===== src/rtl/sobm_pkg.sv =====
// Package for the RGB Sobel edge magnitude core: types, constants, helper functions.
package sobm_pkg;

  localparam int unsigned DefMaxWidth    = 1024;
  localparam logic [10:0] DefFrameWidth  = 11'd640;
  localparam logic [15:0] DefFrameHeight = 16'd480;
  localparam logic [20:0] SatLimit       = 21'd65280;
  localparam logic [7:0]  SatValue       = 8'd255;

  // configuration register indexes
  localparam logic CfgFrameWidth  = 1'b0;
  localparam logic CfgFrameHeight = 1'b1;

  // item kinds carried on tuser
  localparam logic OpPixel = 1'b0;
  localparam logic OpFlush = 1'b1;

  typedef enum logic [2:0] {
    ST_IDLE,
    ST_SHIFT,
    ST_GRAD,
    ST_SQUARE,
    ST_ROOT,
    ST_FINISH
  } state_t;

  typedef struct packed {
    logic accept;
    logic shift;
    logic grad;
    logic square;
    logic root;
    logic load;
  } cmd_t;

  typedef struct packed {
    logic drop;
    logic emit;
    logic root_last;
    logic out_free;
  } status_t;

  typedef logic [8:0][7:0] win_t;

  // weighted column/row difference of one 3x3 channel window
  function automatic logic signed [10:0] grad_x(win_t p);
    logic [9:0] a;
    logic [9:0] b;
    a = 10'(p[2]) + 10'({p[5], 1'b0}) + 10'(p[8]);
    b = 10'(p[0]) + 10'({p[3], 1'b0}) + 10'(p[6]);
    return $signed({1'b0, a}) - $signed({1'b0, b});
  endfunction

  function automatic logic signed [10:0] grad_y(win_t p);
    logic [9:0] a;
    logic [9:0] b;
    a = 10'(p[6]) + 10'({p[7], 1'b0}) + 10'(p[8]);
    b = 10'(p[0]) + 10'({p[1], 1'b0}) + 10'(p[2]);
    return $signed({1'b0, a}) - $signed({1'b0, b});
  endfunction

  function automatic logic [9:0] abs11(logic signed [10:0] v);
    logic signed [10:0] n;
    n = -v;
    return v[10] ? n[9:0] : v[9:0];
  endfunction

endpackage


===== src/rtl/sobm_ctrl.sv =====
// Controller state machine sequencing one word through the edge datapath.
module sobm_ctrl (
  input  logic             clk,
  input  logic             rst,
  input  logic             s_tvalid,
  output logic             s_tready,
  input  sobm_pkg::status_t status,
  output sobm_pkg::cmd_t   cmd
);

  sobm_pkg::state_t state;
  sobm_pkg::state_t state_next;

  always_ff @(posedge clk) begin
    if (rst) begin
      state <= sobm_pkg::ST_IDLE;
    end else begin
      state <= state_next;
    end
  end

  always_comb begin
    state_next = state;
    cmd        = '0;
    s_tready   = 1'b0;
    case (state)
      sobm_pkg::ST_IDLE: begin
        s_tready = 1'b1;
        if (s_tvalid) begin
          cmd.accept = 1'b1;
          if (!status.drop) state_next = sobm_pkg::ST_SHIFT;
        end
      end
      sobm_pkg::ST_SHIFT: begin
        cmd.shift  = 1'b1;
        state_next = status.emit ? sobm_pkg::ST_GRAD : sobm_pkg::ST_IDLE;
      end
      sobm_pkg::ST_GRAD: begin
        cmd.grad   = 1'b1;
        state_next = sobm_pkg::ST_SQUARE;
      end
      sobm_pkg::ST_SQUARE: begin
        cmd.square = 1'b1;
        state_next = sobm_pkg::ST_ROOT;
      end
      sobm_pkg::ST_ROOT: begin
        cmd.root = 1'b1;
        if (status.root_last) state_next = sobm_pkg::ST_FINISH;
      end
      sobm_pkg::ST_FINISH: begin
        if (status.out_free) begin
          cmd.load   = 1'b1;
          state_next = sobm_pkg::ST_IDLE;
        end
      end
      default: state_next = sobm_pkg::ST_IDLE;
    endcase
  end

endmodule


===== config.mk =====
export PLATFORM = sky130hd
export DESIGN_NAME = sobm_ctrl
export DESIGN_NICKNAME = d
export VERILOG_FILES = /design/src/rtl/sobm_pkg.sv /design/src/rtl/sobm_ctrl.sv
export SDC_FILE = /design/constraint.sdc
export NUM_CORES = 1
export LEC_CHECK = 0
export ABC_AREA = 0
export BUFFER_PORTS_ARGS = -buffer_cell sky130_fd_sc_hd__buf_2
export CORE_AREA = 5 5 42 44
export CTS_CLUSTER_SIZE = 40
export DETAILED_ROUTE_END_ITERATION = 12
export DIE_AREA = 0 0 47 49
export PLACE_DENSITY = 0.4
export SLEW_MARGIN = 25
export SYNTH_ARGS = -nofsm -noshare
export SYNTH_HDL_FRONTEND = slang
export SYNTH_SLANG_ARGS = --single-unit

===== constraint.sdc =====
create_clock -name clk -period 1.8 [get_ports clk]
set_input_delay 0.54 -clock clk [delete_from_list [all_inputs] [get_ports clk]]
set_output_delay 0.54 -clock clk [all_outputs]
set_load 0.005 [all_outputs]

# --- Word-level counts from Yosys, hierarchy flattened ---
# Index checks and enable logic that the tools add are counted.
word_totals:
  reg_bits: 3
classes:
  eq_ne: 9
  reduce_logical: 2
  n_mux: 15
ops:
  columns: ["cell", "count"]
  rows:
  - ["$pmux 3 s6", 1]
  - ["$mux 3", 4]
  - ["$mux 1", 9]
  - ["$ne 2x2->1 const B", 4]
  - ["$eq 3x2->1 const B", 2]
  - ["$eq 3x3->1 const B", 2]
  - ["$reduce_and 4->1", 1]
  - ["$eq 3x1->1 const B", 1]
  - ["$logic_not 3->1", 1]
  - ["$mux 2", 1]

# --- Depth between registers and ports, before layout ---
# Gate-level depths: netlist of the first run.
logic_depth:
  ltp_word: 3
  ltp_mapped: 4

# --- Worst setup path before layout of the first run ---
# No wires, ideal clock.
synth_timing:
  path_kind: "register to output"
  start: "register state[0]"
  end: "output cmd[5] in the netlist's numbering"
  path_stages_with_launch: 4
  path_slack_ns: 0.431
  t_arrival_ns: 0.829
  path_cell_list: "dfxtp_1 -> buf_6 -> nor3_1 -> and2_1"
synth_lines:
  columns: ["element", "line_no", "source"]
  rows:
  - ["from (decl)", "sobm_ctrl.sv:11", "sobm_pkg::state_t state;"]
  - ["from (signal assigned)", "sobm_ctrl.sv:16", "state <= sobm_pkg::ST_IDLE;"]
  - ["from (signal assigned)", "sobm_ctrl.sv:18", "state <= state_next;"]
  - ["to (decl)", "sobm_ctrl.sv:8", "output sobm_pkg::cmd_t cmd"]

==> impl_metrics.prom, run 1 <==
# TYPE chip_impl_metric gauge
chip_impl_metric{name="synth.yosys.seq_area_share",unit="%"} 28.9
chip_impl_metric{name="final_critical_path_setup_slack",unit="ns"} 0.157
chip_impl_info{name="hold_start",value="rst"} 1
chip_impl_metric{name="numCtsBuffers",unit=""} 3
chip_impl_metric{name="initial_utilization",unit="%"} 14.8
chip_impl_info{name="setup_repair_after_global_routing_missed_its_margin",value="no"} 1
chip_impl_metric{name="timing.final.crit_share",unit="%"} 91.3
chip_impl_metric{name="num_rows",unit=""} 14
chip_impl_metric{name="totalNegativeSetupSlack",unit="ns"} 0
chip_impl_metric{name="synth.cell_area",unit="um2"} 208
chip_impl_info{name="synth-main-ff-cell",value="sky130_fd_sc_hd__dfxtp_1"} 1
chip_impl_info{name="cts_root_buffer",value="sky130_fd_sc_hd__clkbuf_4"} 1
chip_impl_metric{name="globalRoute.totalOverflow",unit=""} 0
chip_impl_metric{name="critical_path_required",unit="ns"} 1.26
chip_impl_metric{name="post-synth-top-area-fraction",unit="%"} 28.9
chip_impl_metric{name="worst-endpoint-arrival",unit="ns"} 1.10
chip_impl_metric{name="finish.utilization",unit="%"} 21.4
chip_impl_metric{name="die_x",unit="um"} 47
chip_impl_metric{name="leakagePower",unit="nW"} 0.148
chip_impl_metric{name="number_of_h_tree_levels",unit=""} 1
chip_impl_metric{name="postCtsSetupRepairBufs",unit=""} 0
chip_impl_metric{name="count_of_final_hold_check_violations",unit=""} 0
chip_impl_info{name="clock_tree_from_tritoncts",value="yes"} 1
chip_impl_metric{name="slew_viol_final",unit=""} 0
chip_impl_info{name="synth_area_leader_cell",value="sky130_fd_sc_hd__dfxtp_1"} 1
chip_impl_metric{name="avg_synthesized_cell_area",unit="um2"} 8.31
chip_impl_info{name="top_regs",value="state (3)"} 1
chip_impl_metric{name="design.die.area",unit="mm2"} 0.00230
chip_impl_info{name="synth.cells.most_frequent",value="sky130_fd_sc_hd__nor2_1, sky130_fd_sc_hd__dfxtp_1"} 1
chip_impl_metric{name="synthesis.yosys.warnings",unit=""} 0
chip_impl_metric{name="critical_path.max_stage_delay",unit="ns"} 0.38
chip_impl_metric{name="coreArea",unit="mm2"} 0.00140
chip_impl_metric{name="cap_viol_max_count",unit=""} 0
chip_impl_info{name="timing.critical_path.max_delay_family",value="simple AND/OR/NAND/NOR gates"} 1
chip_impl_metric{name="path_max_fanout",unit=""} 9
chip_impl_info{name="netlist_top_cells_area",value="sky130_fd_sc_hd__dfxtp_1, sky130_fd_sc_hd__nor3b_2, sky130_fd_sc_hd__nor2_1"} 1
chip_impl_info{name="worstSetupPathType",value="register to output port"} 1
chip_impl_metric{name="buffer_ports.inserted",unit=""} 13
chip_impl_metric{name="r2r.worst_path.cells",unit=""} 3
chip_impl_metric{name="yosys_register_bits",unit=""} 3
chip_impl_info{name="worst_setup_path_end_kind",value="output port"} 1
chip_impl_metric{name="max_slew.worst_pin.slew",unit="ns"} 0.318
chip_impl_metric{name="async_reset_ff_share",unit="%"} 0
chip_impl_metric{name="syn_inst",unit=""} 25
chip_impl_metric{name="finalSetupViolCount",unit=""} 0
chip_impl_metric{name="detail_route.first_pass.iterations",unit=""} 2
chip_impl_metric{name="clk_latency",unit="ns"} 0.23
chip_impl_info{name="crit_chain",value="nor3_1 -> and2_1 -> buf_2"} 1
chip_impl_metric{name="nNetsFinal",unit=""} 48
chip_impl_metric{name="cts_resized",unit=""} 0
chip_impl_info{name="r2r-end",value="state[2]$_SDFFE_PP0P_"} 1
chip_impl_metric{name="drt_iter0_markers",unit=""} 1
chip_impl_metric{name="holdWs",unit="ns"} 0.501
chip_impl_info{name="regMostFlops",value="state"} 1
chip_impl_metric{name="synth-edff-count",unit=""} 0
chip_impl_metric{name="largest_register_ffs",unit=""} 3
chip_impl_metric{name="ir_worst_vdd",unit="V"} 0.000295
chip_impl_metric{name="clk_transition_reported_paths",unit="ns"} 0.04
chip_impl_metric{name="post-place-ws",unit="ns"} 0.309
chip_impl_metric{name="area_growth_syn_to_layout",unit="%"} 44.6
chip_impl_metric{name="pin_count_of_the_biggest_net_entering_global_routing",unit=""} 11
chip_impl_metric{name="mappedNetlistNets",unit=""} 32
chip_impl_metric{name="global_route_wire_length_before_repair",unit="um"} 841
chip_impl_metric{name="clkSinkCount",unit=""} 3
chip_impl_metric{name="max-clock-path-buffers",unit=""} 2
chip_impl_info{name="type_of_the_worst_min_delay_path",value="input pin to register"} 1
chip_impl_metric{name="antenna_violating_nets_post_route",unit=""} 0
chip_impl_metric{name="antenna_found_initial",unit=""} 0
chip_impl_metric{name="netlist_cell_types",unit=""} 16
chip_impl_metric{name="fin_total_pwr",unit="W"} 0.000220
chip_impl_metric{name="finalWorstPathRequiredPeriod",unit="ns"} 1.64
chip_impl_metric{name="hold_path_depth",unit=""} 2
chip_impl_info{name="min_to",value="state[0]$_SDFFE_PP0P_"} 1
chip_impl_info{name="critical_path.reg2reg.startpoint",value="state[2]$_SDFFE_PP0P_"} 1
chip_impl_metric{name="avgRoutedWirePerCell",unit="um"} 9.39
chip_impl_metric{name="maxSlewHeadroom",unit="%"} 78.8
chip_impl_metric{name="multi_input_gate_area_in_the_final_layout",unit="um2"} 125
chip_impl_metric{name="routabilityCongestion",unit=""} 0.648
chip_impl_metric{name="drt_drc_violations_left",unit=""} 0
chip_impl_metric{name="drive_gt1_share",unit="%"} 45.0
chip_impl_metric{name="grt_pass1_vias",unit=""} 208
chip_impl_info{name="outcome",value="finished clean"} 1
chip_impl_metric{name="route.final.wire_length",unit="um"} 526
chip_impl_metric{name="filler_cell_count",unit=""} 167
chip_impl_metric{name="timing.reg2reg.setup_slack",unit="ns"} 0.77
chip_impl_metric{name="path_buf_inv",unit=""} 1
chip_impl_metric{name="place_hpwl",unit="um"} 398
chip_impl_metric{name="timing.fmax",unit="MHz"} 609
chip_impl_info{name="critical-path-slowest-cell",value="sky130_fd_sc_hd__dfxtp_1"} 1
chip_impl_metric{name="die_h",unit="um"} 49
chip_impl_metric{name="seq_area",unit="um2"} 60.1
chip_impl_metric{name="hold_buffers",unit=""} 0
chip_impl_metric{name="global_route.usage.total",unit="%"} 5.42
chip_impl_metric{name="cellPowerDensity",unit="mW/mm2"} 734
chip_impl_metric{name="dr_total_vias",unit=""} 222
chip_impl_metric{name="vias_per_cell",unit=""} 3.96
chip_impl_metric{name="top_level_ports",unit=""} 14
chip_impl_info{name="post-synth-top-count-cell",value="sky130_fd_sc_hd__nor2_1"} 1
chip_impl_metric{name="n_antenna_cell",unit=""} 0
chip_impl_metric{name="max_clock_skew",unit="ns"} 0.000631
chip_impl_info{name="cp-start-kind",value="register"} 1
## per-layer routing
| metal | global-route usage, % | part of all wire, % | up-vias |
|---|---|---|---|
| met5 | 0 | 0 | - |
| met4 | 4.15 | 0 | 0 |
| met3 | 4.43 | 18 | 0 |
| met2 | 4.75 | 29 | 16 |
| met1 | 7.68 | 53 | 90 |
| li1 | - | - | 116 |
## area by class of cell
class,count,share of cell area (%)
repair buffers,13,21.7
multi-input cells,19,41.7
flip-flops and latches,3,20.0
well taps,16,6.67
clock buffers,4,8.75
inverters,1,1.25
## stage by stage
step | area [um2] | cells
floorplan | 208 | 25
global placement | 274 | 52
detailed placement | 274 | 52
CTS | 300 | 56
global route | 300 | 56
finish | 300 | 56
## how the worst max path moves through the flow
stage,start,endpoint,cells after the start
3_3_place_gp,status[0],cmd[0],3
2_1_floorplan,state[0]$_SDFFE_PP0P_,cmd[5],3
4_1_cts,state[0]$_SDFFE_PP0P_,cmd[5],3
5_1_grt,state[0]$_SDFFE_PP0P_,cmd[5],3
3_5_place_dp,status[0],cmd[0],3
6_report,state[0]$_SDFFE_PP0P_,cmd[5],3
## power by group
group	switching (W)	internal, W	total (W)	leakage [nW]
Clock	0.0000346	0.0000831	0.000118	0.0150
Sequential	0.00000543	0.0000694	0.0000748	0.0244
Combinational	0.0000116	0.0000163	0.0000279	0.108
Total	0.0000516	0.000169	0.000220	0.148
## logic make-up after synthesis
family	synth area share (%)
AO/OA/AOI/OAI	13.2
buffers and inverters	10.8
flip-flops	28.9
AND/OR/NAND/NOR	47.0
## placed cells by master (no fill, tap or decap)
cell | synthesis | layout
sky130_fd_sc_hd__inv_1 | 1 | 1
sky130_fd_sc_hd__clkbuf_1 | 0 | 1
sky130_fd_sc_hd__nor2_1 | 4 | 4
sky130_fd_sc_hd__and2_1 | 2 | 2
sky130_fd_sc_hd__nor3_1 | 1 | 1
sky130_fd_sc_hd__a21oi_1 | 2 | 2
sky130_fd_sc_hd__and3b_1 | 1 | 1
sky130_fd_sc_hd__nor3b_2 | 2 | 2
sky130_fd_sc_hd__dfxtp_1 | 3 | 3
sky130_fd_sc_hd__a31oi_1 | 2 | 2
sky130_fd_sc_hd__nor2b_1 | 1 | 1
sky130_fd_sc_hd__buf_2 | 0 | 13
sky130_fd_sc_hd__and4_1 | 1 | 1
sky130_fd_sc_hd__o21ai_0 | 1 | 1
sky130_fd_sc_hd__nand2_1 | 1 | 1
sky130_fd_sc_hd__clkbuf_4 | 0 | 3
sky130_fd_sc_hd__and4bb_1 | 1 | 1
(Power assumes the default switching activity.)
==> run 2, diff against run 1 <==
--- a/config.mk
+++ b/config.mk
@@ -12,6 +12,7 @@
 export DETAILED_ROUTE_END_ITERATION = 12
 export DIE_AREA = 0 0 47 49
 export PLACE_DENSITY = 0.4
+export REMOVE_ABC_BUFFERS = 1
 export SLEW_MARGIN = 25
 export SYNTH_ARGS = -nofsm -noshare
 export SYNTH_HDL_FRONTEND = slang
==> run 2 against run 1 <==
  * Count of clock-buffer cells in the layout stayed put
  * Routed wire length is 0.19% higher
  * Setup slack worse by 0.0084 ns
  * Combinational power hardly changed
  * Sequential power hardly changed
  * Clock power hardly changed
  * Die area stayed put
  * Largest cell class unchanged
  * Sequential share of layout area stayed put
  * Final cell count stayed put
==> impl_metrics.prom, run 2 (synthesis results as in run 1) <==
# TYPE chip_impl_metric gauge
chip_impl_metric{name="filler_cell_count",unit=""} 169
chip_impl_metric{name="route.final.wire_length",unit="um"} 527
chip_impl_metric{name="cts_resized",unit=""} 0
chip_impl_info{name="mostFrequentLayoutCell",value="sky130_fd_sc_hd__buf_2"} 1
chip_impl_metric{name="n_antenna_cell",unit=""} 0
chip_impl_info{name="hold_start",value="rst"} 1
chip_impl_metric{name="holdWs",unit="ns"} 0.505
chip_impl_metric{name="ir_worst_vdd",unit="V"} 0.000332
chip_impl_metric{name="finalSetupViolCount",unit=""} 0
chip_impl_metric{name="die_h",unit="um"} 49
chip_impl_info{name="setup_repair_after_global_routing_missed_its_margin",value="no"} 1
chip_impl_metric{name="dr_total_vias",unit=""} 231
chip_impl_metric{name="top_level_ports",unit=""} 14
chip_impl_metric{name="vias_per_cell",unit=""} 4.13
chip_impl_info{name="cts_root_buffer",value="sky130_fd_sc_hd__clkbuf_4"} 1
chip_impl_metric{name="max_clock_skew",unit="ns"} 0.000466
chip_impl_info{name="critical_path.reg2reg.startpoint",value="state[2]$_SDFFE_PP0P_"} 1
chip_impl_metric{name="nNetsFinal",unit=""} 48
chip_impl_metric{name="timing.reg2reg.setup_slack",unit="ns"} 0.75
chip_impl_metric{name="placed_cell_area",unit="um2"} 274
chip_impl_info{name="clock_tree_from_tritoncts",value="yes"} 1
chip_impl_metric{name="timing.fmax",unit="MHz"} 606
chip_impl_metric{name="hold_path_depth",unit=""} 2
chip_impl_info{name="worst_setup_path_end_kind",value="output port"} 1
chip_impl_metric{name="pin_count_of_the_biggest_net_entering_global_routing",unit=""} 11
chip_impl_metric{name="count_of_final_hold_check_violations",unit=""} 0
chip_impl_info{name="worstSetupPathType",value="register to output port"} 1
chip_impl_info{name="top_library_cells_by_usage_in_the_layout_fill_and_taps_aside",value="sky130_fd_sc_hd__buf_2, sky130_fd_sc_hd__nor2_1, sky130_fd_sc_hd__clkbuf_4, sky130_fd_sc_hd__dfxtp_1"} 1
chip_impl_metric{name="r2r.worst_path.cells",unit=""} 3
chip_impl_metric{name="avgRoutedWirePerCell",unit="um"} 9.41
chip_impl_metric{name="max-clock-path-buffers",unit=""} 2
chip_impl_metric{name="grt_pass1_vias",unit=""} 193
chip_impl_info{name="cp-start-kind",value="register"} 1
chip_impl_metric{name="finalWorstPathRequiredPeriod",unit="ns"} 1.65
chip_impl_metric{name="detail_route.first_pass.iterations",unit=""} 4
chip_impl_metric{name="path_buf_inv",unit=""} 1
chip_impl_metric{name="clkSinkCount",unit=""} 3
chip_impl_metric{name="design.die.area",unit="mm2"} 0.00230
chip_impl_metric{name="critical_path.max_stage_delay",unit="ns"} 0.38
chip_impl_metric{name="antenna_found_initial",unit=""} 0
chip_impl_metric{name="cap_viol_max_count",unit=""} 0
chip_impl_metric{name="initial_utilization",unit="%"} 14.8
chip_impl_metric{name="worst-endpoint-arrival",unit="ns"} 1.11
chip_impl_metric{name="maxSlewHeadroom",unit="%"} 78.4
chip_impl_info{name="r2r-end",value="state[2]$_SDFFE_PP0P_"} 1
chip_impl_info{name="critical-path-slowest-cell",value="sky130_fd_sc_hd__dfxtp_1"} 1
chip_impl_metric{name="path_max_fanout",unit=""} 9
chip_impl_metric{name="routabilityCongestion",unit=""} 0.612
chip_impl_metric{name="num_rows",unit=""} 14
chip_impl_metric{name="critical_path_required",unit="ns"} 1.26
chip_impl_metric{name="drive_gt1_share",unit="%"} 45.0
chip_impl_metric{name="totalNegativeSetupSlack",unit="ns"} 0
chip_impl_metric{name="numCtsBuffers",unit=""} 3
chip_impl_metric{name="die_x",unit="um"} 47
chip_impl_metric{name="buffer_ports.inserted",unit=""} 13
chip_impl_metric{name="timing.final.crit_share",unit="%"} 91.7
chip_impl_info{name="timing.critical_path.max_delay_family",value="simple AND/OR/NAND/NOR gates"} 1
chip_impl_info{name="top_regs",value="state (3)"} 1
chip_impl_info{name="regMostFlops",value="state"} 1
chip_impl_metric{name="post-route-cell-area",unit="um2"} 300
chip_impl_metric{name="slew_viol_final",unit=""} 0
chip_impl_metric{name="gr-usage-met3",unit="%"} 5.90
chip_impl_metric{name="global_route_wire_length_before_repair",unit="um"} 848
chip_impl_metric{name="coreArea",unit="mm2"} 0.00140
chip_impl_metric{name="drt_iter0_markers",unit=""} 1
chip_impl_info{name="grt.busiest_layer",value="met1"} 1
chip_impl_metric{name="number_of_h_tree_levels",unit=""} 1
chip_impl_metric{name="use_met2",unit="%"} 5.88
chip_impl_metric{name="hold_buffers",unit=""} 0
chip_impl_metric{name="max_slew.worst_pin.slew",unit="ns"} 0.324
chip_impl_metric{name="clk_latency",unit="ns"} 0.23
chip_impl_metric{name="cellPowerDensity",unit="mW/mm2"} 731
chip_impl_metric{name="postCtsSetupRepairBufs",unit=""} 0
chip_impl_info{name="outcome",value="finished clean"} 1
chip_impl_info{name="crit_chain",value="nor3_1 -> and2_1 -> buf_2"} 1
chip_impl_metric{name="grt_util_met1",unit="%"} 6.56
chip_impl_metric{name="antenna_violating_nets_post_route",unit=""} 0
chip_impl_metric{name="drt_drc_violations_left",unit=""} 0
chip_impl_metric{name="clk_transition_reported_paths",unit="ns"} 0.04
chip_impl_metric{name="leakagePower",unit="nW"} 0.148
chip_impl_metric{name="global_route.usage.total",unit="%"} 5.49
chip_impl_metric{name="area_growth_syn_to_layout",unit="%"} 44.6
chip_impl_metric{name="globalRoute.totalOverflow",unit=""} 0
chip_impl_metric{name="largest_register_ffs",unit=""} 3
chip_impl_info{name="type_of_the_worst_min_delay_path",value="input pin to register"} 1
chip_impl_info{name="min_to",value="state[2]$_SDFFE_PP0P_"} 1
run 2: cell counts in the layout (fill, tap and decap cells not counted):
No cell type changed its count.
run 2: layout make-up:
type	count	area (um2)	area share (%)
timing repair buffer	13	65.1	21.7
sequential	3	60.1	20.0
clock buffer	4	26.3	8.75
multi-input combinational	19	125	41.7
inverter	1	3.75	1.25
tap	16	20.0	6.67
run 2: metal layers:
layer / up-vias / wire length [um]
li1: 119 / -
met5: - / 0
met4: 0 / 0
met1: 102 / 262
met3: 0 / 81
met2: 10 / 184
run 2: through the flow:
stage	utilization [%]	total power, W	cells	setup slack, ns
6_report	21.4	0.000220	56	0.149
5_1_grt	21.4	0.000244	56	0.0466
2_1_floorplan	-	0.0000876	23	0.477
3_3_place_gp	19.6	0.000104	52	0.316
3_5_place_dp	19.6	0.000104	52	0.314
4_1_cts	21.4	0.000227	56	0.133
run 2: where the power goes:
group / leakage (nW) / switching [W] / internal, W / total [W]
clock network: 0.0150 / 0.0000339 / 0.0000830 / 0.000117
registers: 0.0244 / 0.00000524 / 0.0000694 / 0.0000746
logic: 0.108 / 0.0000116 / 0.0000163 / 0.0000279
run 2: how the worst max path moves through the flow:
stage | start | to | cells after the start
after floorplan | state[0]$_SDFFE_PP0P_ | cmd[5] | 2
after global placement | status[0] | cmd[0] | 3
after detailed placement | status[0] | cmd[0] | 3
after CTS | state[0]$_SDFFE_PP0P_ | cmd[5] | 3
after global routing | state[0]$_SDFFE_PP0P_ | cmd[5] | 3
final | state[0]$_SDFFE_PP0P_ | cmd[5] | 3
